## config.mk

```make
export PLATFORM = sky130hd
export DESIGN_NAME = fcf_mac
export DESIGN_NICKNAME = d
export VERILOG_FILES = /design/src/hdl/fcf_pkg.sv /design/src/hdl/fcf_mac.sv
export SDC_FILE = /design/constraint.sdc
export NUM_CORES = 1
export LEC_CHECK = 0
export BUFFER_PORTS_ARGS = -buffer_cell sky130_fd_sc_hd__buf_4
export CORE_MARGIN = 2
export CORE_UTILIZATION = 25
export DETAILED_ROUTE_END_ITERATION = 8
export HOLD_SLACK_MARGIN = 0.06
export PLACE_DENSITY = 0.47
export SLEW_MARGIN = 20
export SYNTH_ARGS = -nofsm -noshare
export SYNTH_HDL_FRONTEND = slang
export SYNTH_SLANG_ARGS = --single-unit
```

## constraint.sdc

```tcl
create_clock -name clk_i -period 3.4 [get_ports clk_i]
set_input_delay 0.68 -clock clk_i [delete_from_list [all_inputs] [get_ports clk_i]]
set_output_delay 0.68 -clock clk_i [all_outputs]
set_load 0.03 [all_outputs]
```

## src/hdl/fcf_pkg.sv

```systemverilog
// Shared types, codes and constants of the fully connected forward block.
`default_nettype none

package fcf_pkg;

  // Field widths of the stream items
  localparam int unsigned DATA_W    = 16;
  localparam int unsigned ACC_W     = 40;
  localparam int unsigned FRAC_BITS = 8;
  localparam int unsigned OUT_IDX_W = 6;
  localparam int unsigned IN_IDX_W  = 8;
  localparam int unsigned OP_W      = 2;
  localparam int unsigned CFG_IDX_W = 2;
  localparam int unsigned CFG_DATA_W = 9;
  localparam int unsigned IDX_SPAN  = 256;

  // Operation codes carried in the input tuser
  localparam logic [OP_W-1:0] OP_WRITE_WEIGHT = 2'd0;
  localparam logic [OP_W-1:0] OP_WRITE_BIAS   = 2'd1;
  localparam logic [OP_W-1:0] OP_ACTIVATION   = 2'd2;

  // Configuration register indexes
  localparam logic [CFG_IDX_W-1:0] REG_BIAS_ENABLE    = 2'd0;
  localparam logic [CFG_IDX_W-1:0] REG_ACTIVE_OUTPUTS = 2'd1;
  localparam logic [CFG_IDX_W-1:0] REG_ACTIVE_INPUTS  = 2'd2;

  // Sequencer states
  typedef enum logic [2:0] {
    ST_IDLE,
    ST_MAC,
    ST_DRAIN,
    ST_RES_RD,
    ST_RES_CALC,
    ST_RES_OUT
  } fcf_state_e;

  // One multiply-accumulate request with its operands already read
  typedef struct packed {
    logic                     valid;
    logic [OUT_IDX_W-1:0]     idx;
    logic [DATA_W-1:0]        act;
    logic [DATA_W-1:0]        weight;
    logic [ACC_W-1:0]         acc;
    logic                     acc_vld;
  } mac_req_t;

  // Accumulator write-back from the multiply-accumulate unit
  typedef struct packed {
    logic                     en;
    logic [OUT_IDX_W-1:0]     idx;
    logic [ACC_W-1:0]         data;
  } mac_wr_t;

endpackage

`default_nettype wire

```

## src/hdl/fcf_mac.sv

```systemverilog
// Shared multiply-accumulate unit: registered product, then add into the accumulator.
`default_nettype none

module fcf_mac (
  input  wire logic              clk_i,
  input  wire logic              rst_ni,
  input  wire fcf_pkg::mac_req_t req_i,
  output fcf_pkg::mac_wr_t       wr_o
);

  logic signed [fcf_pkg::DATA_W-1:0]   act_s;
  logic signed [fcf_pkg::DATA_W-1:0]   wgt_s;
  logic signed [2*fcf_pkg::DATA_W-1:0] prod_q;
  logic [fcf_pkg::ACC_W-1:0]           base_q;
  logic [fcf_pkg::OUT_IDX_W-1:0]       idx_q;
  logic                                vld_q;

  assign act_s = signed'(req_i.act);
  assign wgt_s = signed'(req_i.weight);

  // Valid flag of the product stage.
  always_ff @(posedge clk_i or negedge rst_ni) begin
    if (!rst_ni) begin
      vld_q <= 1'b0;
    end else begin
      vld_q <= req_i.valid;
    end
  end

  // Product stage; an accumulator that is not valid counts as zero.
  always_ff @(posedge clk_i) begin
    prod_q <= act_s * wgt_s;
    base_q <= req_i.acc_vld ? req_i.acc : '0;
    idx_q  <= req_i.idx;
  end

  // Sign-extend the Q16.16 product and add; the accumulator wraps.
  always_comb begin
    wr_o.en   = vld_q;
    wr_o.idx  = idx_q;
    wr_o.data = base_q + {{(fcf_pkg::ACC_W - 2*fcf_pkg::DATA_W){prod_q[2*fcf_pkg::DATA_W-1]}},
                          prod_q};
  end

endmodule

`default_nettype wire

```

==> metrics.yaml, run 1 <==
synthesis:
  avgSynthCellArea_um2: 9.17
  synth_top_family_by_area: "adder cells"
  yosys.area_share.simple: 0.153
  synthDistinctLibCells: 51
  synth_edf_count: 0
  synth_fa_ha_area_frac: 0.497
  synth_ff_type: "dfxtp_1"
  muxShareOfSynthArea: 0
  async_reset_ff_frac: 0.0127
  syn_inst: 1486
  syn-num-nets: 1952
  yosysTopAreaCell: "fa_1"
  synth_seq_cells: 79
  synth_compound_area_frac: 0.0878
  yosysWarningCount: 0
  synthXorXnorAreaFrac: 0.0488
  synthTopCellsByArea: "fa_1 39%, dfxtp_1 11%, ha_1 11%, inv_1 8.3%, and2_1 7.7%"
  synth.cell_area_um2: 13600
  synth.top_cell.area_share: 0.386
  synth-seq-area-share: 0.116
drt:
  drc_errors: 0
  drt-total-wl_um: 39000
  vias: 11000
  final_antenna_net_count: 0
  firstDrtPassIters: 5
  drt-initial-drc-count: 343
  post_drt_wl_per_cell_um: 15.5
  viasPerCell: 4.37
place:
  dp.cells: 2447
  io_buffers: 128
  gp_congestion: 0.837
  post-dp-hpwl_um: 32200
cts:
  clockBufferDepth: 2
  cts_max_level: 3
  clkSinkCount: 79
  clkTransAtPathRegs_ps: 60
  cts_root_buf: "clkbuf_16"
  cts_made_buffers: 9
  cts_tree: "built"
die:
  die_w_um: 237
  core-area_um2: 53800
  io_pins: 129
  die_area_um2: 56400
  std_cell_rows: 85
  start_util: 0.253
  die_y_um: 237
timing:
  clock.fmax_mhz: 177
  tightest_slew_ps: 608
  slew_headroom: 0.590
  drv_slew: 0
  setup_viol: 41
  period_minus_slack_ps: 5640
  setup_ws_ps: -2240
  rsz0062_at_grt: "yes"
  hold_violations: 0
  fin_crit_sh: 1.66
worst_setup_path:
  endpoint_kind: "register"
  path_class: "input pin to register"
  cp.required_ps: 3680
  start_kind: "input pin"
  crit_fanout: 5
  arrival_ps: 5930
global_route:
  grt_max_degree: 41
  antenna_found_initial: 1
  grt_pass1_wl_um: 63700
  grt_overflow: 0
  grt_usage: 0.143
  grt_pass1_vias: 12200
layout:
  syn_to_final_growth_pct: 42.7
  nFillCells: 5499
  final_nets: 2283
  final_cells: 2518
  drive_gt1_frac: 0.359
  diodes: 0
run_status:
  failed_checks: "setup timing"
  status: "complete, but fails checks"
worst_hold_path:
  min_path_type: "input pin to register"
run:
  max_cap_viol_count: 0
==> final timing paths <==
kind / endpoint / start / cells after the start / slack (ps)
setup / recovery: prod_q[22] / req_i[45] / 24 / -2240
hold / removal: idx_q[4] / req_i[77] / 1 / 420
max in group asynchronous: vld_q / rst_ni / 2 / 2690
min in group asynchronous: vld_q / rst_ni / 2 / 630
==> cell type report <==
cell class | instances | area [um2] | share of cell area
Multi-Input combinational cell | 1059 | 12300 | 0.631
Timing Repair Buffer | 366 | 3280 | 0.169
Clock inverter | 5 | 40.0 | 0.00206
Tap cell | 696 | 871 | 0.0448
Sequential cell | 79 | 1600 | 0.0822
Inverter | 302 | 1140 | 0.0584
Clock buffer | 11 | 253 | 0.0130
==> metal layers <==
| layer | global-route usage | part of all wire |
|---|---|---|
| met2 | 0.271 | 0.53 |
| met4 | 0.0368 | 0.019 |
| met3 | 0.0127 | 0.025 |
| met1 | 0.173 | 0.42 |
| met5 | 0 | 0 |
==> cells by family after synthesis <==
group                    after synthesis
flip-flops                            79
buffers and inverters                348
AO/OA/AOI/OAI                        186
AND/OR/NAND/NOR                      413
adder cells (fa/ha/maj)              384
XOR/XNOR                              76
==> synthesized netlist by cell type (9+ instances only) <==
cell type / n
xnor2_1: 63
xor2_1: 13
o21bai_1: 11
inv_1: 302
o21ai_0: 29
fa_1: 263
dfxtp_1: 78
nor2_1: 37
a21o_1: 21
ha_1: 121
nand2_1: 151
nand2b_1: 10
nand3_1: 17
clkbuf_1: 45
and2_1: 167
a21oi_1: 63
a211oi_1: 9
==> per-stage QoR <==
| step | TNS (ps) | hold WS, ps | setup slack, ps | cell area (um2) | utilization |
|---|---|---|---|---|---|
| finish | -49130 | 419 | -2240 | 19400 | 0.361 |
| global route | -56990 | 405 | -2460 | 19400 | 0.361 |
| CTS | -50670 | 393 | -2230 | 18500 | 0.343 |
| detailed placement | -59000 | 456 | -2740 | 17000 | 0.315 |
| global placement | -57900 | 455 | -2670 | 17000 | 0.315 |
| floorplan | -44380 | 384 | -2410 | 14000 | - |
==> registers in the layout, indices dropped and copies added, names as in the netlist <==
register / cells
base_q: 40
vld_q: 1
prod_q: 32
idx_q: 6
==> cells in the final DEF, fill, tap and decap left out, drive strengths merged, types with 33 or more instances in the layout <==
cell / n
inv: 303
nand2: 151
and2: 167
nor2: 37
xnor2: 63
a21oi: 64
fa: 263
dfxtp: 78
ha: 121
o21ai: 33
buf: 362
==> worst max-delay path: stages <==
cell	delay, ps
buf_12	110
buf_6	110
and2_4	130
fa_1	500
fa_1	560
ha_2	180
inv_2	40
fa_1	510
inv_2	40
fa_1	490
inv_2	40
fa_1	510
inv_2	50
ha_4	240
a21o_1	150
a21o_1	160
o31ai_2	250
nand2b_1	160
a31oi_4	240
buf_6	140
o31ai_4	60
a211o_1	310
a21oi_2	130
xnor2_1	130
==> repair_timing <==
item	CTS	global route
gates resized for setup	216	172
setup buffers	32	38
hold buffers	1	0
setup endpoints to repair	50	55
gates cloned	0	3
endpoints found under the hold margin	1	0
pin swaps	114	148
Power of run 1 is left out: the tool's default activity adds up to more than one toggle a clock period on the data nets, which glitch-free logic cannot reach.
==> run 2: changes to the inputs <==
--- a/config.mk
+++ b/config.mk
@@ -6,11 +6,14 @@
 export NUM_CORES = 1
 export LEC_CHECK = 0
 export BUFFER_PORTS_ARGS = -buffer_cell sky130_fd_sc_hd__buf_4
+export CELL_PAD_IN_SITES_DETAIL_PLACEMENT = 0
+export CELL_PAD_IN_SITES_GLOBAL_PLACEMENT = 1
 export CORE_MARGIN = 2
 export CORE_UTILIZATION = 25
 export DETAILED_ROUTE_END_ITERATION = 8
 export HOLD_SLACK_MARGIN = 0.06
-export PLACE_DENSITY = 0.47
+export MAX_ROUTING_LAYER = met4
+export PLACE_DENSITY = 0.56
 export SLEW_MARGIN = 20
 export SYNTH_ARGS = -nofsm -noshare
 export SYNTH_HDL_FRONTEND = slang
==> metrics.yaml, run 2 (same netlist as run 1, synthesis figures left out) <==
run_status:
  status: "complete, but fails checks"
  failed_checks: "setup timing"
timing:
  tightest_slew_ps: 635  # +27.1 ps
  period_minus_slack_ps: 5640  # -5.95 ps
  drv_slew: 0  # unchanged
  setup_tns_ps: -48430  # +700 ps
  setup_ws_ps: -2240  # +5.95 ps
  setup_viol: 44  # +7.3%
  clock.fmax_mhz: 177  # +0.11%
  rsz0062_at_grt: "yes"
  slew_headroom: 0.572  # -0.0183
  fin_crit_sh: 1.66  # -0.00175
  hold_violations: 0  # unchanged
place:
  io_buffers: 128  # unchanged
  post-dp-hpwl_um: 33100  # +2.9%
  gp_congestion: 0.826  # -1.3%
worst_setup_path:
  crit_fanout: 5  # unchanged
  path_class: "input pin to register"
  endpoint_kind: "register"
  cp.required_ps: 3650  # -30 ps
  arrival_ps: 5890  # -40 ps
  start_kind: "input pin"
drt:
  drt-total-wl_um: 39100  # about the same
  final_antenna_net_count: 0  # unchanged
  firstDrtPassIters: 4  # -1
  post_drt_wl_per_cell_um: 15.4  # -0.69%
  viasPerCell: 4.26  # -2.5%
  drt-initial-drc-count: 347  # +1.2%
  vias: 10800  # -1.8%
  drc_errors: 0  # unchanged
global_route:
  grt_max_degree: 41  # unchanged
  grt_usage: 0.150  # +0.00660
  antenna_found_initial: 2  # +1
  grt_overflow: 0  # unchanged
  grt_pass1_vias: 12400  # +1.1%
  grt_pass1_wl_um: 64700  # +1.6%
layout:
  top_register: "base_q"
  largest_reg_flops: 40  # unchanged
  syn_to_final_growth_pct: 41.6
  layout_commonest_cell: "buf_4"
  final_util: 0.358  # -0.00277
  reg_top3: "base_q: 40 flops, prod_q: 32 flops, idx_q: 6 flops"
  final_nets: 2302  # +0.83%
  layout_common_cells: "302 x buf_4, 277 x inv_1, 243 x fa_1"
  diodes: 0  # unchanged
  drive_gt1_frac: 0.349  # -0.0102
cts:
  cts_made_buffers: 9  # unchanged
  clkTransAtPathRegs_ps: 70  # about the same
  clockBufferDepth: 2  # unchanged
  cts_root_buf: "clkbuf_16"
  clkSinkCount: 79  # unchanged
  cts_tree: "built"
  cts_max_level: 3  # unchanged
worst_hold_path:
  min_from: "req_i[73]"
  hold_end: "idx_q[0]"
  min_path_type: "input pin to register"
  hold_depth: 1  # unchanged
run:
  max_cap_viol_count: 0  # unchanged
die:
  start_util: 0.253  # unchanged
  die_w_um: 237  # unchanged
  std_cell_rows: 85  # unchanged
  die_y_um: 237  # unchanged
  die_area_um2: 56400  # unchanged
  core-area_um2: 53800  # unchanged
  io_pins: 129  # unchanged
==> run 2: cell types whose count changed in the layout (fill, tap and decap cells not counted), sizes merged <==
cell      delta
buf         +22
clkbuf       -3
clkinv       +1
clkinvlp     -3
bufinv       +2
==> run 2: critical path, stage by stage <==
cell and delay [ps]:
buf_12 100, buf_12 110, buf_12 110, nand2_4 50, fa_1 580, fa_2 460, fa_1 510, inv_1 50
fa_1 460, fa_1 500, inv_1 50, fa_1 490, inv_2 50, ha_4 270, a21o_1 100, a21o_1 150
a31oi_2 50, o21ba_2 220, nand2b_4 150, o211ai_1 280, a41oi_2 150, o21ba_1 190, xnor2_1 120
==> run 2: layout make-up <==
class                           instances  area, um2
Clock buffer                           11        233
Multi-Input combinational cell       1059      12100
Inverter                              302       1130
Fill cell                            5483      34500
Tap cell                              696        871
Timing Repair Buffer                  385       3300
Clock inverter                          5       82.6
Sequential cell                        79       1600
==> run 2: how the worst max path moves through the flow <==
stage	start	endpoint	slack, ps	cells past startpoint
2_1_floorplan	req_i[44]	prod_q[31]	-2410	20
3_3_place_gp	req_i[44]	prod_q[30]	-2790	23
3_5_place_dp	req_i[44]	prod_q[30]	-2750	23
4_1_cts	req_i[44]	prod_q[31]	-2280	20
5_1_grt	req_i[65]	prod_q[30]	-2450	19
6_report	req_i[44]	prod_q[23]	-2240	23
==> run 2: repair_timing <==
| item | CTS | global route |
|---|---|---|
| hold buffers | 1 | 0 |
| resized for setup | 216 | 125 |
| setup endpoints to repair | 53 | 52 |
| setup buffers | 43 | 22 |
| hold endpoints to repair | 1 | 0 |
| gates cloned | 0 | 0 |
| pin swaps | 106 | 110 |
==> run 2: layer usage <==
layer,wire [um],global-route usage,up-vias
met5,0,-,-
met1,17500,0.185,5379
li1,-,-,5263
met4,582,0.0349,0
met3,1130,0.0144,33
met2,19900,0.264,133
==> run 2: stage by stage <==
step	hold WS [ps]	cell area (um2)	instances	worst slack, ps
after floorplan	384	14000	1486	-2410
after global placement	456	17100	2467	-2790
after detailed placement	456	17100	2467	-2750
after CTS	394	18700	2523	-2280
after global routing	405	19300	2537	-2450
final	415	19300	2537	-2240
Power of run 2 is left out for the same reason.
==> run 3: changes to the inputs <==
--- a/config.mk
+++ b/config.mk
@@ -14,6 +14,7 @@
 export HOLD_SLACK_MARGIN = 0.06
 export MAX_ROUTING_LAYER = met4
 export PLACE_DENSITY = 0.56
+export SETUP_SLACK_MARGIN = 0.15
 export SLEW_MARGIN = 20
 export SYNTH_ARGS = -nofsm -noshare
 export SYNTH_HDL_FRONTEND = slang
==> metrics.yaml, run 3 (same netlist as run 1, synthesis figures left out) <==
run_status:
  status: "complete, but fails checks"
  failed_checks: "setup timing"
drt:
  drt-total-wl_um: 39300  # +0.58%
  drc_errors: 0  # unchanged
  final_antenna_net_count: 0  # unchanged
  firstDrtPassIters: 4  # unchanged
  top_layer: "met4"
  met2_length_um: 19700  # -0.75%
  wl_met3_um: 1060  # -7.0%
  vias: 10900  # +0.80%
  drt-initial-drc-count: 293  # -16%
  wl_met1_um: 18000  # +3.2%
  post_drt_wl_per_cell_um: 15.5  # +0.38%
  viasPerCell: 4.29  # +0.61%
timing:
  setup_ws_ps: -2250  # -15.2 ps
  setup_viol: 46  # +4.5%
  rsz0062_at_grt: "yes"
  clock.fmax_mhz: 177  # -0.27%
  tightest_slew_ps: 493  # -142 ps
  setup_tns_ps: -48670  # -236 ps
  fin_crit_sh: 1.66  # +0.00449
  drv_slew: 0  # unchanged
  period_minus_slack_ps: 5650  # +15.2 ps
  slew_headroom: 0.668  # +0.0955
  hold_violations: 0  # unchanged
layout:
  top_register: "base_q"
  drive_gt1_frac: 0.350  # +0.00176
  largest_reg_flops: 40  # unchanged
  layout_common_cells: "280 x buf_4, 279 x inv_1, 247 x fa_1"
  diodes: 0  # unchanged
  syn_to_final_growth_pct: 43.7
  reg_top3: "base_q: 40 flops, prod_q: 32 flops, idx_q: 6 flops"
  nFillCells: 5464  # -0.35%
  final_util: 0.364  # +0.00549
  final_nets: 2307  # +0.22%
  layout_commonest_cell: "buf_4"
  final_area_um2: 19600  # +1.5%
  final_cells: 2542  # +0.20%
die:
  core-area_um2: 53800  # unchanged
  std_cell_rows: 85  # unchanged
  start_util: 0.253  # unchanged
  io_pins: 129  # unchanged
  die_y_um: 237  # unchanged
  die_w_um: 237  # unchanged
  die_area_um2: 56400  # unchanged
worst_setup_path:
  start_kind: "input pin"
  crit_slowest_cell: "fa_2"
  arrival_ps: 5910  # +20 ps
  slowest_delay_ps: 620  # +40 ps
  cp.required_ps: 3650  # about the same
  path_class: "input pin to register"
  cp_top_family: "adder cells"
  crit_chain: "buf_12 -> and2_4 -> fa_2 -> buf_12 -> fa_2 -> fa_2 -> fa_1 -> fa_1 -> inv_1 -> fa_1 -> inv_2 -> ha_4 -> nand4_1 -> buf_4 -> nor3_4 -> nand2_1 -> o31a_1 -> o311ai_2 -> a21oi_1 -> xnor2_1"
  crit_fanout: 6  # +1
  path_buf_inv: 5  # -1
  endpoint_kind: "register"
global_route:
  grt_pass1_wl_um: 65300  # +0.94%
  grt_usage: 0.151  # +0.00124
  grt_max_degree: 41  # unchanged
  grt_overflow: 0  # unchanged
  grt_pass1_vias: 12300  # -0.27%
  antenna_found_initial: 0  # -2
cts:
  cts_max_level: 3  # unchanged
  clkTransAtPathRegs_ps: 70  # about the same
  clkSinkCount: 79  # unchanged
  cts_tree: "built"
  cts_made_buffers: 9  # unchanged
  clockBufferDepth: 2  # unchanged
  cts_root_buf: "clkbuf_16"
place:
  post-dp-hpwl_um: 33400  # +0.67%
  io_buffers: 128  # unchanged
  dp.cells: 2466  # -0.041%
  gp_congestion: 0.836  # +1.2%
  placed_area_um2: 17100  # +0.25%
run:
  max_cap_viol_count: 0  # unchanged
worst_hold_path:
  min_path_type: "input pin to register"
## run 3: cell count changes in the layout (fill, tap and decap cells not counted), sizes merged
cell and delta:
clkbuf -1, buf +5, clkinv +1, clkinvlp +1, inv -1
## run 3: final timing paths
| kind | start | endpoint | depth (start not counted) |
|---|---|---|---|
| worst min-delay path | req_i[73] | idx_q[0] | 1 |
| worst max-delay path | req_i[44] | prod_q[30] | 20 |
| max in group asynchronous | rst_ni | vld_q | 2 |
| min in group asynchronous | rst_ni | vld_q | 2 |
## run 3: final cells by class
type	instances	area, um2	area share
Multi-Input combinational cell	1059	12100	0.620
Timing Repair Buffer	390	3510	0.179
Sequential cell	79	1590	0.0814
Inverter	302	1130	0.0579
Tap cell	696	871	0.0445
Clock buffer	10	239	0.0122
Clock inverter	6	93.8	0.00479
## run 3: stage by stage
stage               setup WS [ps]  hold slack, ps
detailed placement          -2800             456
global placement            -2770             455
global route                -2460             392
CTS                         -2220             391
finish                      -2250             412
floorplan                   -2410             384
## run 3: layer usage
metal | track usage | vias to the layer above
met1 | 0.189 | 5476
met2 | 0.263 | 128
met3 | 0.0179 | 28
met4 | 0.0305 | 0
met5 | - | -
li1 | - | 5263
## run 3: repair_timing
item / CTS / global route
pin swaps: 133 / 95
gates cloned: 1 / 0
endpoints found under the setup margin: 55 / 57
hold endpoints to repair: 1 / 0
hold buffers: 1 / 0
buffers inserted: 34 / 24
resized for setup: 260 / 103
Power of run 3 is left out for the same reason.
